File: src/hdl/hrf_pkg.sv
`timescale 1ns / 1ps

package hrf_pkg;

   // Result status codes
   localparam logic [1:0] STATUS_MORE = 2'd0;
   localparam logic [1:0] STATUS_DONE = 2'd1;
   localparam logic [1:0] STATUS_LONG = 2'd2;

   // Characters the framer reacts to
   localparam logic [7:0] CHAR_NUL   = 8'h00;
   localparam logic [7:0] CHAR_LF    = 8'h0A;
   localparam logic [7:0] CHAR_CR    = 8'h0D;
   localparam logic [7:0] CHAR_SPACE = 8'h20;
   localparam logic [7:0] CHAR_ZERO  = 8'h30;
   localparam logic [7:0] CHAR_NINE  = 8'h39;
   localparam logic [7:0] CHAR_UPPER_A = 8'h41;
   localparam logic [7:0] CHAR_UPPER_Z = 8'h5A;
   localparam logic [7:0] CASE_OFFSET  = 8'h20;

   // Length of the "content-length:" prefix
   localparam logic [3:0] PREFIX_LEN = 4'd15;

   // Saturation value of the body length
   localparam logic [30:0] LENGTH_MAX = 31'h7FFF_FFFF;

   // Header field scan phases
   typedef enum logic [3:0] {
      PH_PREFIX = 4'b0001,
      PH_SPACES = 4'b0010,
      PH_DIGITS = 4'b0100,
      PH_IGNORE = 4'b1000
   } field_phase_type;

   // Control from the frame logic to the field scanner
   typedef struct packed {
      logic clear;      // request finished, back to reset values
      logic line_end;   // non-empty header line closed
      logic scan_byte;  // byte belongs to a header line after the first
   } scan_ctl_type;

   // Lower-case form of the field name prefix
   function automatic logic [7:0] prefix_char(input logic [3:0] pos);
      logic [7:0] c;
      unique case (pos)
         4'd0:    c = 8'h63; // c
         4'd1:    c = 8'h6F; // o
         4'd2:    c = 8'h6E; // n
         4'd3:    c = 8'h74; // t
         4'd4:    c = 8'h65; // e
         4'd5:    c = 8'h6E; // n
         4'd6:    c = 8'h74; // t
         4'd7:    c = 8'h2D; // -
         4'd8:    c = 8'h6C; // l
         4'd9:    c = 8'h65; // e
         4'd10:   c = 8'h6E; // n
         4'd11:   c = 8'h67; // g
         4'd12:   c = 8'h74; // t
         4'd13:   c = 8'h68; // h
         4'd14:   c = 8'h3A; // :
         default: c = CHAR_NUL;
      endcase
      return c;
   endfunction

   // Map upper-case letters to lower case
   function automatic logic [7:0] fold_case(input logic [7:0] b);
      logic [7:0] r;
      if (b >= CHAR_UPPER_A && b <= CHAR_UPPER_Z) begin
         r = b + CASE_OFFSET;
      end else begin
         r = b;
      end
      return r;
   endfunction

endpackage

File: src/hdl/hrf_field_scan.sv
`timescale 1ns / 1ps

module hrf_field_scan (
   input  logic                 clock,
   input  logic                 reset,
   input  logic                 step,
   input  hrf_pkg::scan_ctl_type scan_ctl,
   input  logic [7:0]           data_byte,
   output logic [30:0]          body_length
);
   import hrf_pkg::*;

   field_phase_type phase_ff, phase_in;
   logic [3:0]      match_pos_ff, match_pos_in;
   logic [30:0]     body_length_ff, body_length_in;

   logic            is_digit;
   logic [34:0]     times_ten;
   logic [34:0]     accum;
   logic [30:0]     accum_sat;

   assign is_digit = (data_byte >= CHAR_ZERO) && (data_byte <= CHAR_NINE);

   // Multiply by ten with shifts, add the digit, saturate
   assign times_ten = {1'b0, body_length_ff, 3'b000} + {3'b000, body_length_ff, 1'b0};
   assign accum     = times_ten + {31'd0, data_byte[3:0] - CHAR_ZERO[3:0]};
   assign accum_sat = (accum[34:31] != 4'd0) ? LENGTH_MAX : accum[30:0];

   // Advance the prefix match and digit accumulation
   always_comb begin
      phase_in       = phase_ff;
      match_pos_in   = match_pos_ff;
      body_length_in = body_length_ff;
      if (step) begin
         priority if (scan_ctl.clear) begin
            phase_in       = PH_PREFIX;
            match_pos_in   = 4'd0;
            body_length_in = 31'd0;
         end else if (scan_ctl.line_end) begin
            phase_in     = PH_PREFIX;
            match_pos_in = 4'd0;
         end else if (scan_ctl.scan_byte) begin
            unique case (phase_ff)
               PH_PREFIX: begin
                  if (fold_case(data_byte) == prefix_char(match_pos_ff)) begin
                     match_pos_in = match_pos_ff + 4'd1;
                     if (match_pos_ff + 4'd1 == PREFIX_LEN) begin
                        phase_in       = PH_SPACES;
                        body_length_in = 31'd0;
                     end
                  end else begin
                     phase_in = PH_IGNORE;
                  end
               end
               PH_SPACES: begin
                  priority if (data_byte == CHAR_SPACE) begin
                     phase_in = PH_SPACES;
                  end else if (is_digit) begin
                     phase_in       = PH_DIGITS;
                     body_length_in = accum_sat;
                  end else begin
                     phase_in = PH_IGNORE;
                  end
               end
               PH_DIGITS: begin
                  if (is_digit) begin
                     body_length_in = accum_sat;
                  end else begin
                     phase_in = PH_IGNORE;
                  end
               end
               PH_IGNORE: begin
                  phase_in = PH_IGNORE;
               end
               default: begin
                  phase_in = PH_IGNORE;
               end
            endcase
         end
      end
   end

   always_ff @(posedge clock) begin
      if (reset) begin
         phase_ff       <= PH_PREFIX;
         match_pos_ff   <= 4'd0;
         body_length_ff <= 31'd0;
      end else begin
         phase_ff       <= phase_in;
         match_pos_ff   <= match_pos_in;
         body_length_ff <= body_length_in;
      end
   end

   assign body_length = body_length_ff;

endmodule

File: src/hdl/http_request_framer.sv
`timescale 1ns / 1ps
// Channel   Direction  Ports                                   Transfer when
// req       in         req_valid, req_stall, req_data_byte     req_valid && !req_stall
// rsp       out        rsp_valid, rsp_stall, rsp_status,       rsp_valid && !rsp_stall
//                      rsp_request_length, rsp_header_length,
//                      rsp_content_length
// csr       in         csr_write_enable, csr_write_data        csr_write_enable
//
// One byte per cycle sustained while rsp_stall is low; each byte gives one result.
// The byte passes an input register, one pass of frame and field logic, and a result register.
// Reset is synchronous; it clears the request state and sets header_limit to 4095.
// A stalled result holds the result register; the input register still takes one byte,
// and req_stall rises only when both registers are full.

module http_request_framer #(
   parameter int HEADER_BYTES = 4096
) (
   input  logic        clock,
   input  logic        reset,
   input  logic        req_valid,
   output logic        req_stall,
   input  logic [7:0]  req_data_byte,
   output logic        rsp_valid,
   input  logic        rsp_stall,
   output logic [1:0]  rsp_status,
   output logic [31:0] rsp_request_length,
   output logic [11:0] rsp_header_length,
   output logic [30:0] rsp_content_length,
   input  logic        csr_write_enable,
   input  logic [11:0] csr_write_data
);
   import hrf_pkg::*;

   localparam logic [31:0] LIMIT_CAP = 32'(HEADER_BYTES - 1);

   // Configuration
   logic [11:0] header_limit_ff;

   // Input register
   logic        in_valid_ff, in_valid_in;
   logic [7:0]  in_byte_ff;

   // Request state
   logic        in_body_ff, in_body_in;
   logic [31:0] byte_count_ff, byte_count_in;
   logic [1:0]  line_bytes_ff, line_bytes_in;
   logic        last_cr_ff, last_cr_in;
   logic        first_line_ff, first_line_in;
   logic        blocked_ff, blocked_in;
   logic [11:0] header_bytes_ff, header_bytes_in;
   logic [31:0] target_ff, target_in;

   // Result register
   logic        out_valid_ff, out_valid_in;
   logic [1:0]  status_ff, status_in;
   logic [31:0] req_len_ff, req_len_in;
   logic [11:0] hdr_len_ff, hdr_len_in;
   logic [30:0] body_len_ff, body_len_in;

   logic         accept;
   logic         fire;
   logic [31:0]  count_next;
   logic [31:0]  limit_full;
   logic [31:0]  limit_use;
   logic         line_empty;
   logic         done;
   logic         too_long;
   logic [30:0]  body_length;
   scan_ctl_type scan_ctl;

   // Handshake: process when the result register is free or draining
   assign fire      = in_valid_ff && (!out_valid_ff || !rsp_stall);
   assign req_stall = in_valid_ff && !fire;
   assign accept    = req_valid && !req_stall;

   assign limit_full = {20'd0, header_limit_ff};
   assign limit_use  = (limit_full > LIMIT_CAP) ? LIMIT_CAP : limit_full;
   assign count_next = byte_count_ff + 32'd1;
   assign line_empty = (line_bytes_ff == 2'd0) || ((line_bytes_ff == 2'd1) && last_cr_ff);

   // Frame one byte: line tracking, header end, body count, limit check
   always_comb begin
      in_body_in      = in_body_ff;
      byte_count_in   = count_next;
      line_bytes_in   = line_bytes_ff;
      last_cr_in      = last_cr_ff;
      first_line_in   = first_line_ff;
      blocked_in      = blocked_ff;
      header_bytes_in = header_bytes_ff;
      target_in       = target_ff;
      done            = 1'b0;
      too_long        = 1'b0;
      scan_ctl        = '0;
      hdr_len_in      = 12'd0;

      if (in_body_ff) begin
         done       = (count_next == target_ff);
         hdr_len_in = header_bytes_ff;
      end else begin
         priority if (blocked_ff) begin
            blocked_in = 1'b1;
         end else if (in_byte_ff == CHAR_NUL) begin
            blocked_in = 1'b1;
         end else if (in_byte_ff == CHAR_LF) begin
            if (line_empty) begin
               header_bytes_in = count_next[11:0];
               hdr_len_in      = count_next[11:0];
               if (body_length == 31'd0) begin
                  done = 1'b1;
               end else begin
                  in_body_in = 1'b1;
                  target_in  = {20'd0, count_next[11:0]} + {1'b0, body_length};
               end
            end else begin
               first_line_in     = 1'b0;
               line_bytes_in     = 2'd0;
               last_cr_in        = 1'b0;
               scan_ctl.line_end = 1'b1;
            end
         end else begin
            scan_ctl.scan_byte = !first_line_ff;
            line_bytes_in      = (line_bytes_ff == 2'd2) ? 2'd2 : line_bytes_ff + 2'd1;
            last_cr_in         = (in_byte_ff == CHAR_CR);
         end
         too_long = !done && !in_body_in && (count_next >= limit_use);
      end

      // Drop the request state, all but the body target, once a request finishes or runs too long
      scan_ctl.clear = done || too_long;
      if (done || too_long) begin
         in_body_in      = 1'b0;
         byte_count_in   = 32'd0;
         line_bytes_in   = 2'd0;
         last_cr_in      = 1'b0;
         first_line_in   = 1'b1;
         blocked_in      = 1'b0;
         header_bytes_in = 12'd0;
      end
   end

   // Result fields
   always_comb begin
      priority if (done) begin
         status_in   = STATUS_DONE;
         req_len_in  = count_next;
         body_len_in = body_length;
      end else if (too_long) begin
         status_in   = STATUS_LONG;
         req_len_in  = 32'd0;
         body_len_in = 31'd0;
      end else begin
         status_in   = STATUS_MORE;
         req_len_in  = 32'd0;
         body_len_in = 31'd0;
      end
   end

   assign in_valid_in  = accept ? 1'b1 : (fire ? 1'b0 : in_valid_ff);
   assign out_valid_in = fire ? 1'b1 : (out_valid_ff && rsp_stall);

   hrf_field_scan u_field_scan (
      .clock       (clock),
      .reset       (reset),
      .step        (fire),
      .scan_ctl    (scan_ctl),
      .data_byte   (in_byte_ff),
      .body_length (body_length)
   );

   // Hold the header limit register
   always_ff @(posedge clock) begin
      if (reset) begin
         header_limit_ff <= 12'd4095;
      end else if (csr_write_enable) begin
         header_limit_ff <= csr_write_data;
      end
   end

   // Input register
   always_ff @(posedge clock) begin
      if (reset) begin
         in_valid_ff <= 1'b0;
      end else begin
         in_valid_ff <= in_valid_in;
      end
      if (accept) begin
         in_byte_ff <= req_data_byte;
      end
   end

   // Advance request state on each processed byte
   always_ff @(posedge clock) begin
      if (reset) begin
         in_body_ff      <= 1'b0;
         byte_count_ff   <= 32'd0;
         line_bytes_ff   <= 2'd0;
         last_cr_ff      <= 1'b0;
         first_line_ff   <= 1'b1;
         blocked_ff      <= 1'b0;
         header_bytes_ff <= 12'd0;
      end else if (fire) begin
         in_body_ff      <= in_body_in;
         byte_count_ff   <= byte_count_in;
         line_bytes_ff   <= line_bytes_in;
         last_cr_ff      <= last_cr_in;
         first_line_ff   <= first_line_in;
         blocked_ff      <= blocked_in;
         header_bytes_ff <= header_bytes_in;
      end
      if (fire) begin
         target_ff <= target_in;
      end
   end

   // Result register
   always_ff @(posedge clock) begin
      if (reset) begin
         out_valid_ff <= 1'b0;
      end else begin
         out_valid_ff <= out_valid_in;
      end
      if (fire) begin
         status_ff   <= status_in;
         req_len_ff  <= req_len_in;
         hdr_len_ff  <= (status_in == STATUS_DONE) ? hdr_len_in : 12'd0;
         body_len_ff <= body_len_in;
      end
   end

   assign rsp_valid          = out_valid_ff;
   assign rsp_status         = status_ff;
   assign rsp_request_length = req_len_ff;
   assign rsp_header_length  = hdr_len_ff;
   assign rsp_content_length = body_len_ff;

endmodule

File: config.mk
export PLATFORM = sky130hd
export DESIGN_NAME = http_request_framer
export DESIGN_NICKNAME = d
export VERILOG_FILES = /design/src/hdl/hrf_pkg.sv /design/src/hdl/hrf_field_scan.sv /design/src/hdl/http_request_framer.sv
export SDC_FILE = /design/constraint.sdc
export NUM_CORES = 1
export LEC_CHECK = 0
export ABC_AREA = 1
export BUFFER_PORTS_ARGS = -buffer_cell sky130_fd_sc_hd__buf_2
export CAP_MARGIN = 10
export CORE_UTILIZATION = 55
export CTS_BUF_LIST = sky130_fd_sc_hd__clkbuf_2 sky130_fd_sc_hd__clkbuf_4 sky130_fd_sc_hd__clkbuf_8
export CTS_CLUSTER_DIAMETER = 120
export DETAILED_ROUTE_END_ITERATION = 8
export GPL_ROUTABILITY_DRIVEN = 0
export GPL_TIMING_DRIVEN = 0
export PLACE_DENSITY = 0.83
export SKIP_CTS_REPAIR_TIMING = 1
export SLEW_MARGIN = 10
export SYNTH_ARGS = -nofsm -noshare
export SYNTH_HDL_FRONTEND = slang
export SYNTH_SLANG_ARGS = --single-unit
File: constraint.sdc
create_clock -name clock -period 9.1 [get_ports clock]
set_input_delay 1.365 -clock clock [delete_from_list [all_inputs] [get_ports clock]]
set_output_delay 1.365 -clock clock [all_outputs]
set_load 0.05 [all_outputs]
* Word-level counts from Yosys, hierarchy flattened
Memory sizes are Yosys's and may differ from the RTL's. A register that Yosys moved wholly into a read port is not among the register bits. Index checks and enable logic that the tools add are counted. Widths: inputs -> output; s select.
Word-level totals: register bits after elaboration 220, memory bits (read-only) 112, output and inout bits 79, logic and storage cells 197, memories kept 1
Memories:
- (name not given) | words 16, bits a word 7, rd ports 1, clocked after memory_dff 1, wr ports 0, line hrf_pkg.sv:45 | unique case (pos)
Cells by class: add/sub/neg operators 7, magnitude comparators 6, equal/unequal tests 23, muxes and demuxes 98, bitwise logic cells 4, reduce and logical (&&, ||, !) cells 39
Operators by type and width (number):
- $mux 31 | 8
- $mux 12 | 12
- $pmux 31 s3 | 1
- $mux 8 | 11
- $mux 4 | 15
- $mux 1 | 37
- $add 34x32->35 | 1
- $add 35x4->35 | 1
- $add 12x31->32 | 1
- $add 32x1->32 const B | 1
- $eq 32x32->1 | 1
- $ge 32x12->1 | 1
- $mux 32 | 1
- $logic_not 31->1 | 1
- $mux 2 | 12
- $eq 8x4->1 const B | 2
- $reduce_and 7->1 | 2
- $gt 12x12->1 const B | 1
- $pmux 4 s3 | 1
- $reduce_and 6->1 | 2
- $logic_and 1x1->1 | 9
- $reduce_bool 3->1 | 3
- $add 8x6->8 const B | 1
- $eq 8x6->1 const B | 1
- other kinds (29) | 51

* Depth between registers and ports, before layout
depth after elaboration 23, mapped depth 29

* Modules after synthesis
From an unflattened synthesis, not the netlist that was laid out.
Second synthesis, totals: cells, all modules 2088, area, all modules 15317.2 sq um
Modules (own cells, without submodules):
- http_request_framer | times used 1, cells an instance 1306, area an instance 10217.3 sq um
- hrf_field_scan | times used 1, cells an instance 782, area an instance 5099.9 sq um

* Worst setup path before layout
Ideal clock, no wire load.
path type input port to flip-flop, start point input rsp_stall, end point register body_len_ff[0] (netlist: rsp_content_length[0]), enable pin, data arrival time 4244 ps, data required time 8628 ps, path slack 4384 ps, stages 4, path through nand2_1 inv_1 nor2_1 clkbuf_1
Between the ends: word-level cells in the longest chain between the ends 3
Ends and longest elaborated chain:
- start, declared | line http_request_framer.sv:24 | input logic rsp_stall,
- $logic_not 1->1 | line http_request_framer.sv:72 | assign fire = in_valid_ff && (!out_valid_ff || !rsp_stall);
- $logic_or 1x1->1 | line http_request_framer.sv:72
- $logic_and 1x1->1 | line http_request_framer.sv:72
- named net fire | line http_request_framer.sv:61 | logic fire;
- end signal, assigned | line http_request_framer.sv:226 | body_len_ff <= body_len_in;
- end, declared | line http_request_framer.sv:58 | logic [30:0] body_len_ff, body_len_in;
The timed path passes the listed nets, and every way through them passes these cells. A chain may end at the register's enable or synchronous reset.

==> impl_metrics.tcl <==
set metrics [dict create \
    wl_um 37900 \
    worstPathRequired_ps 9540 \
    clock_skew_ps 25.5 \
    synth-xor-area-share 0.0450 \
    syn_avg_cell_area_um2 7.77 \
    vias 13200 \
    die_area_um2 25900 \
    period_share 0.506 \
    dp_hpwl_um 29000 \
    drt-wirelength-per-cell_um 16.6 \
    clock.fmax_mhz 217 \
    final_common_cell "nand2_1" \
    syn_inst 1786 \
    yosysUniqueCellTypes 53 \
    critPathArrivalTime_ps 5050 \
    hold_ws_ps 471 \
    layout_common_cells "410 x nand2_1, 184 x nor2_1, 176 x inv_1" \
    start_kind "flop" \
    yosys.area_share.simple 0.267 \
    finalSetupTns_ps 0 \
    clock_latency_ps 560 \
    outcome "complete, no violations" \
    post-route-drc-count 0 \
    finalCriticalPeriod_ps 4610 \
    synthAdderAreaFrac 0.0918 \
    met2_usage 0.483 \
    slew_viol_final 0 \
    syn2layout_area_growth_pct 12.8 \
    slowest_stage "dfxtp_1" \
    yosys_warnings 0 \
    synth_ff_type "edfxtp_1" \
    ir_drop_mv 0.0918 \
    cts_buffer_depth 3 \
    synth_top_family_by_area "simple AND/OR/NAND/NOR gates" \
    max_slew.worst_pin.slew_ps 1060 \
    cts_num_sinks 227 \
    dieHeight_um 161 \
    cts_tree "done" \
    top_usage_layer "met2" \
    crit_buf_inv 2 \
    p_leak_nw 7.11 \
    grt_pass1_wl_um 60600 \
    cts-root-buf "clkbuf_8" \
    htreeDepth 2 \
    grtUsageTotal 0.293 \
    synth-compound-area-share 0.118 \
    grt_pass1_vias 12600 \
    nNetsFinal 2055 \
    synthArstFlopShare 0 \
    clk_pin_slew_ps 60 \
    slew_headroom 0.289 \
    core_area_um2 24500 \
    gr-usage-met1 0.366 \
    io_pins 104 \
    setup_slack_ps 4490 \
    drtPass1Iterations 6 \
    crit_type "reg -> reg" \
    ant_nets 0 \
    yosysSeqAreaShare 0.412 \
    synth.mux.area_fraction 0 \
    use_met3 0.0493 \
    holdCritPathClass "reg -> reg" \
    cellPowerDensity_nw_per_um2 143 \
    hold_viol 0 \
    die_w_um 161 \
    grt_max_degree 65 \
    synth_seq_cells 227 \
    drt_iter0_drc 1415 \
    synthesis.nets 1911 \
    drive_gt1_frac 0.115 \
    path_delay_family "simple AND/OR/NAND/NOR gates" \
    place_ws_ps 4670 \
    netlist_area_um2 13900 \
    diodes 0 \
    antenna_found_initial 0 \
    rsz0062_at_grt "no" \
    crit_path_end_kind "flop" \
    critPathMaxStageDelay_ps 480 \
    portBuffers 102 \
    cts_buffers 39 \
    critPathMaxFanout 6 \
    setup_viol_count_final 0 \
    viasPerCell 5.79 \
    num_rows 57 \
    floorplan.initialDensity 0.566 \
    drv_cap 0 \
    overflow 0 \
    cpMostUsedCell "nand2_1" \
    synth_edf_count 117 \
]
-- where the power goes --
group          switching [mW]  leakage, nW  internal (mW)  total, mW
logic                   0.116         4.66         0.0381      0.155
clock network           0.430        0.443          0.545      0.974
registers              0.0129         2.01           1.09       1.11
total                   0.559         7.11           1.68       2.24
-- metrics by stage --
| stage | util | cells | area [um^2] | power, mW |
|---|---|---|---|---|
| floorplan | - | 1786 | 13900 | 1.23 |
| global placement | 0.603 | 2212 | 14800 | 1.27 |
| detailed placement | 0.604 | 2213 | 14800 | 1.28 |
| CTS | 0.638 | 2284 | 15700 | 2.24 |
| global route | 0.638 | 2284 | 15700 | 2.30 |
| finish | 0.638 | 2284 | 15700 | 2.24 |
-- flip-flops by register name, summed over array words and instances (netlist names), 8 cells and up, named ones only --
| name | count |
|---|---|
| target_ff | 32 |
| rsp_request_length | 32 |
| rsp_header_length | 12 |
| rsp_content_length | 31 |
| u_field_scan.body_length | 31 |
| in_byte_ff | 8 |
| byte_count_ff | 32 |
| header_limit_ff | 12 |
| header_bytes_ff | 12 |
-- area by class of cell --
type / count / area, um^2
clock buffers: 54 / 674
fillers: 2044 / 8880
well taps: 324 / 405
inverters: 187 / 702
plain buffers: 49 / 228
repair buffers: 103 / 538
multi-input cells: 1323 / 7240
clock inverters: 17 / 149
flip-flops and latches: 227 / 5720
-- cells in the mapped netlist (27+ instances only) --
cell | n | area (um^2)
a21oi_1 | 173 | 866
clkbuf_1 | 30 | 113
dfxtp_1 | 110 | 2200
edfxtp_1 | 117 | 3510
ha_1 | 97 | 1210
inv_1 | 176 | 661
nand2_1 | 410 | 1540
nand3_1 | 146 | 731
nand4_1 | 27 | 169
nor2_1 | 185 | 694
o21ai_0 | 80 | 400
xor2_1 | 53 | 464
-- layer usage --
metal  wire length [um]  part of all wire
met5                  0                 0
met4               1850             0.049
met3               3640             0.096
met2              17500              0.46
met1              14900              0.39
-- kinds of logic (layout without fill, tap and decap cells) --
group | after synthesis | count (layout)
buf+inv | 236 | 410
flops | 227 | 227
fa+ha+maj | 100 | 100
compound gates | 309 | 309
simple gates | 846 | 846
xor+xnor | 68 | 68
-- tightest hold or removal path: stages, from the launching register on --
cell and delay, ps:
dfxtp_1 310, nand2_1 70, nand2_1 50
-- worst paths after layout --
| check | startpoint | to | slack (ps) | depth (start not counted) |
|---|---|---|---|---|
| setup / recovery | byte_count_ff[0]$_SDFFE_PP0P_ | flop | 4490 | 26 |
| hold / removal | first_line_ff$_SDFFE_PP1P_ | first_line_ff$_SDFFE_PP1P_ | 470 | 2 |
| setup reg to reg | byte_count_ff[0]$_SDFFE_PP0P_ | flop | 4490 | 26 |
| hold reg to reg | first_line_ff$_SDFFE_PP1P_ | first_line_ff$_SDFFE_PP1P_ | 470 | 2 |
Note: power is estimated with default switching activity, not from simulation.
